===== src/sv/ecfs_pkg.sv =====
// ----------------------------------------------------------------------------
// ecfs_pkg: shared types and constants for the escaped CRC frame sender
// Byte codes, status codes, the per-item burst descriptor and the CRC fold.
// ----------------------------------------------------------------------------
`default_nettype none

package ecfs_pkg;

  localparam int IN_DATA_W  = 40;  // frame_length, data_byte
  localparam int OUT_DATA_W = 16;  // out_byte, frame_done, status, zero fill
  localparam int BURST_LEN  = 5;   // most raw bytes one item produces

  localparam logic [16:0] CRC_GEN    = 17'h11021;
  localparam logic [7:0]  ESC_BYTE   = 8'h1b;
  localparam logic [7:0]  CTLC_BYTE  = 8'h03;
  localparam logic [7:0]  START_MARK = 8'h3a;

  localparam logic MODE_HEADER = 1'b0;
  localparam logic MODE_DATA   = 1'b1;

  typedef enum logic [1:0] {
    STAT_OK       = 2'd0,
    STAT_ZERO_LEN = 2'd1,
    STAT_NO_FRAME = 2'd2
  } status_t;

  // Raw (unescaped) bytes caused by one input item, oldest in slot 0
  typedef struct packed {
    logic [BURST_LEN-1:0][7:0] bytes;
    logic [2:0]                last_idx;   // number of bytes minus one
    logic                      byte_valid; // 0 for a status-only result
    logic                      done;       // last byte closes the frame
    status_t                   status;
  } burst_t;

  // CRC-16, generator 0x11021, message bits shifted in MSB first, no augmentation
  function automatic logic [15:0] crc_fold(logic [15:0] c, logic [7:0] b);
    logic [16:0] r;
    r = {1'b0, c};
    for (int i = 7; i >= 0; i--) begin
      r = {r[15:0], b[i]};
      if (r[16]) begin
        r = r ^ CRC_GEN;
      end
    end
    return r[15:0];
  endfunction

endpackage

`default_nettype wire


===== src/sv/ecfs_build.sv =====
// ----------------------------------------------------------------------------
// ecfs_build: frame state and burst builder
// Holds CRC, byte count and frame-open flag; turns an item into raw bytes.
// ----------------------------------------------------------------------------
`default_nettype none

module ecfs_build
  import ecfs_pkg::*;
(
  input  wire logic         clk,
  input  wire logic         rst_n,
  input  wire logic         accept,
  input  wire logic         mode,
  input  wire logic [31:0]  frame_length,
  input  wire logic [7:0]   data_byte,
  output burst_t            burst
);

  logic [15:0] crc_r, crc_nxt;
  logic [31:0] remaining_r, remaining_nxt;
  logic        open_r, open_nxt;

  logic [15:0] crc_fold_val;
  logic [31:0] remaining_dec;

  assign crc_fold_val  = crc_fold(crc_r, data_byte);
  assign remaining_dec = remaining_r - 32'd1;

  always_comb begin
    crc_nxt       = crc_r;
    remaining_nxt = remaining_r;
    open_nxt      = open_r;

    burst            = '0;
    burst.byte_valid = 1'b1;
    burst.status     = STAT_OK;

    if (mode == MODE_HEADER) begin
      if (frame_length == 32'd0) begin
        burst.byte_valid = 1'b0;
        burst.status     = STAT_ZERO_LEN;
      end else begin
        burst.bytes[0] = START_MARK;
        burst.bytes[1] = frame_length[7:0];
        burst.bytes[2] = frame_length[15:8];
        burst.bytes[3] = frame_length[23:16];
        burst.bytes[4] = frame_length[31:24];
        burst.last_idx = 3'd4;
        crc_nxt        = 16'd0;
        remaining_nxt  = frame_length;
        open_nxt       = 1'b1;
      end
    end else if (!open_r) begin
      burst.byte_valid = 1'b0;
      burst.status     = STAT_NO_FRAME;
    end else begin
      burst.bytes[0] = data_byte;
      crc_nxt        = crc_fold_val;
      remaining_nxt  = remaining_dec;
      if (remaining_dec == 32'd0) begin
        // last counted byte: CRC follows, low byte first
        burst.bytes[1] = crc_fold_val[7:0];
        burst.bytes[2] = crc_fold_val[15:8];
        burst.last_idx = 3'd2;
        burst.done     = 1'b1;
        open_nxt       = 1'b0;
      end
    end
  end

  always_ff @(posedge clk) begin
    if (!rst_n) begin
      crc_r       <= '0;
      remaining_r <= '0;
      open_r      <= 1'b0;
    end else if (accept) begin
      crc_r       <= crc_nxt;
      remaining_r <= remaining_nxt;
      open_r      <= open_nxt;
    end
  end

endmodule

`default_nettype wire


===== src/sv/ecfs_emit.sv =====
// ----------------------------------------------------------------------------
// ecfs_emit: burst register, ESC insertion and output register
// Walks the held burst one line byte per cycle unless out_tready stalls, prefixing ESC/^C bytes.
// ----------------------------------------------------------------------------
`default_nettype none

module ecfs_emit
  import ecfs_pkg::*;
(
  input  wire logic                  clk,
  input  wire logic                  rst_n,
  input  wire logic                  load,
  input  wire burst_t                burst,
  output logic                       can_load,
  output logic                       out_tvalid,
  input  wire logic                  out_tready,
  output logic [OUT_DATA_W-1:0]      out_tdata,
  output logic                       out_tlast,
  output logic                       out_tuser
);

  burst_t                burst_r;
  logic                  burst_valid_r;
  logic                  esc_sent_r;

  logic                  out_valid_r;
  logic [7:0]            out_byte_r;
  logic                  out_last_r;
  logic                  out_done_r;
  logic                  out_bvalid_r;
  status_t               out_status_r;

  logic                  fire;
  logic                  step;
  logic [7:0]            cur;
  logic                  is_esc;
  logic                  is_last;
  logic                  finishing;

  assign fire      = !out_valid_r || out_tready;
  assign step      = burst_valid_r && fire;
  assign cur       = burst_r.bytes[0];
  assign is_esc    = burst_r.byte_valid && !esc_sent_r &&
                     (cur == ESC_BYTE || cur == CTLC_BYTE);
  assign is_last   = (burst_r.last_idx == 3'd0);
  assign finishing = step && !is_esc && is_last;
  assign can_load  = !burst_valid_r || finishing;

  always_ff @(posedge clk) begin
    if (!rst_n) begin
      burst_valid_r <= 1'b0;
      esc_sent_r    <= 1'b0;
    end else if (load) begin
      burst_valid_r <= 1'b1;
      esc_sent_r    <= 1'b0;
    end else if (finishing) begin
      burst_valid_r <= 1'b0;
      esc_sent_r    <= 1'b0;
    end else if (step) begin
      esc_sent_r <= is_esc;
    end
  end

  // burst payload: shift down one slot per finished byte
  always_ff @(posedge clk) begin
    if (load) begin
      burst_r <= burst;
    end else if (step && !is_esc && !is_last) begin
      burst_r.bytes    <= {8'h00, burst_r.bytes[BURST_LEN-1:1]};
      burst_r.last_idx <= burst_r.last_idx - 3'd1;
    end
  end

  always_ff @(posedge clk) begin
    if (!rst_n) begin
      out_valid_r <= 1'b0;
    end else if (step) begin
      out_valid_r <= 1'b1;
    end else if (out_tready) begin
      out_valid_r <= 1'b0;
    end
  end

  always_ff @(posedge clk) begin
    if (step) begin
      out_byte_r   <= is_esc ? ESC_BYTE : cur;
      out_last_r   <= !is_esc && is_last;
      out_done_r   <= !is_esc && is_last && burst_r.done;
      out_bvalid_r <= burst_r.byte_valid;
      out_status_r <= burst_r.status;
    end
  end

  assign out_tvalid = out_valid_r;
  assign out_tdata  = {5'd0, out_status_r, out_done_r, out_byte_r};
  assign out_tlast  = out_last_r;
  assign out_tuser  = out_bvalid_r;

endmodule

`default_nettype wire


===== src/sv/escaped_crc_frame_sender.sv =====
// Each result passes the burst register, then the output register, to out_*.
// Throughput: one line byte (or status result) per cycle while out_tready does not
// stall; an item causes 1 to 9 results, issued through the single output register.
// The next item is accepted in the cycle its predecessor's last byte is issued.
// Reset (rst_n low, synchronous): no frame open, CRC and count cleared,
// burst and output registers empty.
// ----------------------------------------------------------------------------
// escaped_crc_frame_sender: top level
// Byte-stuffed download frame sender with length header and CRC-16 trailer.
// ----------------------------------------------------------------------------
`default_nettype none

module escaped_crc_frame_sender
  import ecfs_pkg::*;
(
  input  wire logic                  clk,
  input  wire logic                  rst_n,
  input  wire logic                  in_tvalid,
  output logic                       in_tready,
  input  wire logic [IN_DATA_W-1:0]  in_tdata,   // [31:0] frame_length, [39:32] data_byte
  input  wire logic                  in_tuser,   // [0] mode
  output logic                       out_tvalid,
  input  wire logic                  out_tready,
  output logic [OUT_DATA_W-1:0]      out_tdata,  // [7:0] out_byte, [8] frame_done,
                                                 // [10:9] status, [15:11] zero
  output logic                       out_tlast,  // last_of_run
  output logic                       out_tuser   // [0] byte_valid
);

  logic   accept;
  logic   can_load;
  burst_t burst;

  assign in_tready = can_load;
  assign accept    = in_tvalid && can_load;

  ecfs_build u_build (
    .clk          (clk),
    .rst_n        (rst_n),
    .accept       (accept),
    .mode         (in_tuser),
    .frame_length (in_tdata[31:0]),
    .data_byte    (in_tdata[39:32]),
    .burst        (burst)
  );

  ecfs_emit u_emit (
    .clk        (clk),
    .rst_n      (rst_n),
    .load       (accept),
    .burst      (burst),
    .can_load   (can_load),
    .out_tvalid (out_tvalid),
    .out_tready (out_tready),
    .out_tdata  (out_tdata),
    .out_tlast  (out_tlast),
    .out_tuser  (out_tuser)
  );

`ifndef NO_ASSERTIONS
  // frame close is always the last result of its item
  a_done_last: assert property (@(posedge clk) disable iff (!rst_n)
    out_tvalid && out_tdata[8] |-> out_tlast && out_tuser)
    else $error("frame_done without last_of_run");

  // error results carry no line byte and stand alone
  a_status_only: assert property (@(posedge clk) disable iff (!rst_n)
    out_tvalid && (out_tdata[10:9] != STAT_OK) |-> !out_tuser && out_tlast)
    else $error("error status on a line byte");

  // emitter is empty right after reset
  a_ready_after_reset: assert property (@(posedge clk)
    !rst_n |=> in_tready && !out_tvalid)
    else $error("not idle after reset");
`endif

endmodule

`default_nettype wire


===== config.mk =====
export PLATFORM = sky130hd
export DESIGN_NAME = escaped_crc_frame_sender
export DESIGN_NICKNAME = d
export VERILOG_FILES = /design/src/sv/ecfs_pkg.sv /design/src/sv/ecfs_build.sv /design/src/sv/ecfs_emit.sv /design/src/sv/escaped_crc_frame_sender.sv
export SDC_FILE = /design/constraint.sdc
export NUM_CORES = 1
export LEC_CHECK = 0
export ABC_AREA = 0
export BUFFER_PORTS_ARGS = -buffer_cell sky130_fd_sc_hd__buf_2
export CORE_MARGIN = 2
export CORE_UTILIZATION = 40
export CTS_CLUSTER_DIAMETER = 150
export CTS_CLUSTER_SIZE = 24
export DETAILED_ROUTE_END_ITERATION = 16
export SETUP_SLACK_MARGIN = 0.2
export SYNTH_ARGS = -nofsm -noshare
export SYNTH_HDL_FRONTEND = slang
export SYNTH_HIERARCHICAL = 1
export SYNTH_SLANG_ARGS = --single-unit

===== constraint.sdc =====
create_clock -name clk -period 5.6 [get_ports clk]
set_input_delay 0.56 -clock clk [delete_from_list [all_inputs] [get_ports clk]]
set_output_delay 0.56 -clock clk [all_outputs]
set_load 0.02 [all_outputs]

==> After elaboration in Yosys (flattened, before gate mapping) <==
Index checks and enable logic that the tools add are counted.
{ "totals": {"register_bits": 112, "in_bits": 45, "output_inout_bits": 20, "elab_cells": 98} }
{ "op_classes": {"addsub": 2, "eq_ne": 4, "muxes": 36, "bitwise_logic": 9, "reduce_logical": 27} }
{ "ops": {"columns": ["operator", "count"], "rows": [
  ["2-to-1 mux 43 bit", 3],
  ["2-to-1 mux 13 bit", 8],
  ["2-to-1 mux 32 bit", 3],
  ["2-to-1 mux 16 bit", 5],
  ["zero test 32 bit", 2],
  ["subtractor 32 x 1 -> 32 bit, second input constant", 1],
  ["2-to-1 mux 28 bit", 1],
  ["2-to-1 mux 27 bit", 1],
  ["inverter 3 bit", 8],
  ["2-to-1 mux 1 bit", 12],
  ["logical AND 1 bit", 9],
  ["equality test 8 x 2 -> 1 bit, second input constant", 1],
  ["equality test 8 x 5 -> 1 bit, second input constant", 1],
  ["2-to-1 mux 2 bit", 3],
  ["nonzero test 2 bit", 3],
  ["zero test 1 bit", 5],
  ["AND reduction 2 bit", 2],
  ["zero test 3 bit", 1],
  ["logical OR 1 bit", 3],
  ["AND reduction 3 bit", 1],
  ["OR reduction 3 bit", 1],
  ["subtractor 3 x 1 -> 3 bit, second input constant", 1],
  ["!= test 2 x 1 -> 1 bit, second input constant", 1],
  ["!= test 2 bit, second input constant", 1],
  ["inverter 1 bit", 1]
]} }

==> Logic depth before layout (Yosys ltp) <==
{ "depth": {"ltp_word": 20, "mapped_depth": 12} }

==> Hierarchy <==
The synthesis kept the hierarchy.
{ "modules_own_cells": {"columns": ["module", "n_inst", "cells_per_inst", "area_each_um2"], "rows": [
  ["ecfs_build", 1, 502, 3658.5],
  ["ecfs_emit", 1, 155, 2603.7],
  ["escaped_crc_frame_sender", 1, 1, 6.3]
]} }

==> Worst setup path before layout <==
OpenSTA, ideal clock, no wires.
{ "synth_timing": {"path_kind": "in2reg", "start": "input port out_tready", "end": "register u_emit/burst_r[15] (netlist bit) (enable)", "arrival_ns": 3.205, "required_ns": 5.148, "path_slack_ns": 1.943, "cell_stages": 5, "n_path_buf": 0, "cell_sequence": "nand2b_1 -> nand2_1 -> inv_1 -> nand2_1 -> o21bai_1"} }
{ "synth_via": {"elab_chain_len": 7} }
{ "synth_rtl": {"columns": ["element", "line", "text"], "rows": [
  ["from (decl)", "escaped_crc_frame_sender.sv:23", "input wire logic out_tready,"],
  ["logical OR 1 bit *", "ecfs_emit.sv:40", "assign fire = !out_valid_r || out_tready;"],
  ["logical AND 1 bit *", "ecfs_emit.sv:41", "assign step = burst_valid_r && fire;"],
  ["via u_emit.step", "ecfs_emit.sv:34", "logic step;"],
  ["logical AND 1 bit *", "ecfs_emit.sv:46, ecfs_emit.sv:68", null],
  ["logical AND 1 bit", "ecfs_emit.sv:46", "assign finishing = step && !is_esc && is_last;"],
  ["logical OR 1 bit", "ecfs_emit.sv:47", "assign can_load = !burst_valid_r || finishing;"],
  ["logical AND 1 bit", "escaped_crc_frame_sender.sv:35", "assign accept = in_tvalid && can_load;"],
  ["nonzero test 2 bit (no source line) *", null, null],
  ["to (signal assigned)", "ecfs_emit.sv:67", "burst_r <= burst;"],
  ["to (decl)", "ecfs_emit.sv:22", "burst_t burst_r;"]
]} }
The timed path passes the listed nets; every way through them passes the cells marked *.
A chain may end at the register's enable or synchronous reset.

==> Worst setup path after layout <==
{ "layout_timing": {"start": "register u_emit.burst_r, in the netlist u_emit/cur[3]", "end": "register u_build.crc_r[13]"} }
{ "layout_via": {"elab_chain_len": 9} }
{ "layout_rtl": {"columns": ["element", "line", "text"], "rows": [
  ["equality test 8 x 5 -> 1 bit or equality test 8 x 2 -> 1 bit (tied branches)", "ecfs_emit.sv:44", "(cur == ESC_BYTE || cur == CTLC_BYTE);"],
  ["logical OR 1 bit *", "ecfs_emit.sv:44", null],
  ["logical AND 1 bit *", "ecfs_emit.sv:43", "assign is_esc = burst_r.byte_valid && !esc_sent_r &&"],
  ["zero test 1 bit *", "ecfs_emit.sv:46", null],
  ["logical AND 1 bit * (2 in a row)", "ecfs_emit.sv:46", null],
  ["logical OR 1 bit *", "ecfs_emit.sv:47", null],
  ["logical AND 1 bit *", "escaped_crc_frame_sender.sv:35", null],
  ["via accept", "escaped_crc_frame_sender.sv:30", "logic accept;"],
  ["AND reduction 3 bit (no source line) *", null, null],
  ["to (signal assigned)", "ecfs_build.sv:77", "crc_r <= crc_nxt;"],
  ["to (decl)", "ecfs_build.sv:19", "logic [15:0] crc_r, crc_nxt;"]
]} }
Marks and branches as above.

==> reports/qor.yml <==
outcome: "completed"
rr_startpoint: "u_emit/cur[3]"
leakage_nw: 2.61
ant_nets: 0
final_cell_mix: "nand2_1, edfxtp_1, buf_2"
fill_cells: 1480
ys_ff_latch: 112
die_y_um: 129
grt_remaining_overflow: 0
hold_path_class: "flip-flop to flip-flop"
dr_total_vias: 5083
port_buffers: 59
critPathLaunch: "u_emit/cur[3]"
start_kind: "flip-flop"
p_per_area_mw_per_mm2: 315
cts_tree: "yes"
antenna_found_initial: 0
min_period_over_period_pct: 63.7
yosysSeqAreaShare_pct: 45.3
cp.arrival_ns: 3.87
ir_worst_vdd_mv: 0.155
final-hold-violation-count: 0
clock-skew-final_ns: 0.00806
rsz0062_at_grt: "false"
num_rows: 45
dr.pass1.iters: 5
numCtsBuffers: 9
layout_min_cycle_time_ns: 3.57
drv_cap: 0
cp.required_ns: 5.90
initial_utilization_pct: 41.1
fin_nets: 737
fin_tns_setup_ns: 0
antenna_cells: 0
postCtsHoldBufs: 0
drtIter0Drc: 426
grt_first_pass_wirelength_um: 26400
post_cts_buffers: 0
worst_slew_pin_slew_ns: 1.22
chipWidth_um: 129
preCtsSetupSlack_ns: 1.98
crit_type: "flip-flop to flip-flop"
grt.total_usage_pct: 20.7
drcViolationCount: 0
cts.clk_slew.worst_paths_ns: 0.07
die_area_mm2: 0.0167
slew_viol_final: 0
end_kind: "flip-flop"
ys_warn_count: 6
min_from: "u_emit/burst_r[0]"
core_mm2: 0.0153
synthFlopType: "edfxtp_1"
routed_wl_um: 16800
ctsResizeCount: 0
synth_cell_type_count: 62
layout_commonest_cell: "nand2_1"
avgSynthCellArea_um2: 9.53
async_reset_ff_share_pct: 0
finalWorstSetupSlack_ns: 2.03
hpwl_um: 11900
clock_latency_ns: 0.36
vias_per_cell: 5.62
grt_max_degree: 66
slew_headroom_pct: 18.5
gp_congestion: 0.923
grt_pass1_vias: 4879
wire_per_inst_um: 18.5
fmax_mhz: 280
total_power_w: 0.00220
cts_max_path_buffers: 2
cts_root_buf: "clkbuf_16"
cts_sinks: 112
htree_levels: 3
drive_above_1_share_pct: 19.5
design.portCount: 65
synthToLayoutAreaGrowth_pct: 11.3
synth_area_mm2: 0.00627
synthCells: 658
synth_edf_count: 60
setup_viol: 0
holdWs_ns: 0.432
worstPathMaxFanout: 57
## logic make-up (layout without fill, tap and decap cells)
| logic type | Yosys count | after routing | share of synthesized area (%) |
|---|---|---|---|
| simple gates | 241 | 241 | 21.4 |
| compound gates | 155 | 155 | 15.7 |
| flops | 112 | 112 | 45.3 |
| buf+inv | 70 | 101 | 4.79 |
| xor+xnor | 39 | 39 | 5.57 |
| mux | 35 | 35 | 6.31 |
| fa+ha+maj | 4 | 4 | 0.798 |
| other cells | 2 | 6 | 0.120 |
## power breakdown
part	leakage [nW]	switching, W	internal (W)
combinational	1.46	0.000328	0.000204
sequential	1.02	0.0000601	0.000985
clock	0.137	0.000304	0.000318
## per-stage QoR
step / util, % / cells / instance area [µm²]
5_1_grt: 45.7 / 904 / 6980
3_3_place_gp: 43.9 / 888 / 6700
6_report: 45.7 / 904 / 6980
4_1_cts: 45.7 / 904 / 6980
3_5_place_dp: 43.9 / 888 / 6700
2_1_floorplan: - / 662 / 6280
## Yosys cell counts, types with 3 or more instances
master / n / area (µm²)
nor2_1: 24 / 90.1
nand2_1: 66 / 248
nor4_1: 17 / 106
dfxtp_1: 52 / 1040
clkbuf_1: 37 / 139
inv_1: 19 / 71.3
buf_1: 4 / 15.0
edfxtp_1: 60 / 1800
o21a_1: 6 / 45.0
buf_4: 8 / 60.1
nand4_1: 15 / 93.8
o22ai_1: 7 / 43.8
o21ai_0: 54 / 270
a211oi_1: 4 / 30.0
a31oi_1: 7 / 43.8
nand2b_1: 8 / 50.1
nor3b_1: 3 / 22.5
nor4_2: 3 / 37.5
o21bai_1: 4 / 30.0
a21o_1: 4 / 30.0
xor2_1: 15 / 131
nand3_1: 9 / 45.0
o31a_1: 9 / 78.8
o2bb2ai_1: 4 / 35.0
and3_1: 8 / 50.1
a21oi_1: 26 / 130
a21boi_0: 12 / 90.1
ha_1: 4 / 50.1
o21ai_1: 3 / 15.0
nor3_1: 15 / 75.1
nor2b_1: 19 / 119
and2_1: 33 / 206
mux2_2: 33 / 372
or3_1: 4 / 25.0
xnor2_1: 23 / 201
and4_1: 3 / 26.3
## final timing paths
path         depth (start not counted)  slack (ns)                     end
min                                  0        0.43  u_emit/out_status_r[0]
max reg2reg                         11        2.03       u_build/crc_r[13]
max                                 11        2.03       u_build/crc_r[13]
min reg2reg                          0        0.43  u_emit/out_status_r[0]
## worst max-delay path, stage by stage, from the launching register on
cell and delay, ns:
edfxtp_1 0.42, xor2_1 0.27, nor3_4 0.10, o31ai_1 0.23, and2_2 0.18, buf_4 0.50, o21ai_0 0.26, a31oi_2 0.64
buf_4 0.35, nand2_1 0.12, nor3_1 0.25, o21a_1 0.14
## layout make-up
| cell class | count | area, µm² | share of cell area (%) |
|---|---|---|---|
| Timing Repair Buffer | 66 | 348 | 4.98 |
| Clock buffer | 11 | 243 | 3.48 |
| Multi-Input combinational cell | 480 | 3170 | 45.4 |
| Clock inverter | 5 | 38.8 | 0.556 |
| Tap cell | 211 | 264 | 3.78 |
| Inverter | 19 | 71.3 | 1.02 |
| Sequential cell | 112 | 2840 | 40.7 |
## state kept, by name (all words and copies together) (netlist names), 2 cells and up
signal               cells
u_emit/out_status_r      2
u_emit/burst_r          39
u_build/crc_r           16
u_emit/cur               8
u_build/remaining_r     32
u_emit/out_byte_r        8
## layer usage
| layer | track usage (%) | part of all wire [%] | vias to the layer above |
|---|---|---|---|
| met2 | 33.7 | 47 | 178 |
| met5 | 0 | 0 | - |
| met4 | 6.39 | 2.1 | 0 |
| met3 | 4.25 | 6.1 | 25 |
| li1 | - | - | 2424 |
| met1 | 27.9 | 44 | 2456 |
Power figures use the tool's default switching activity.
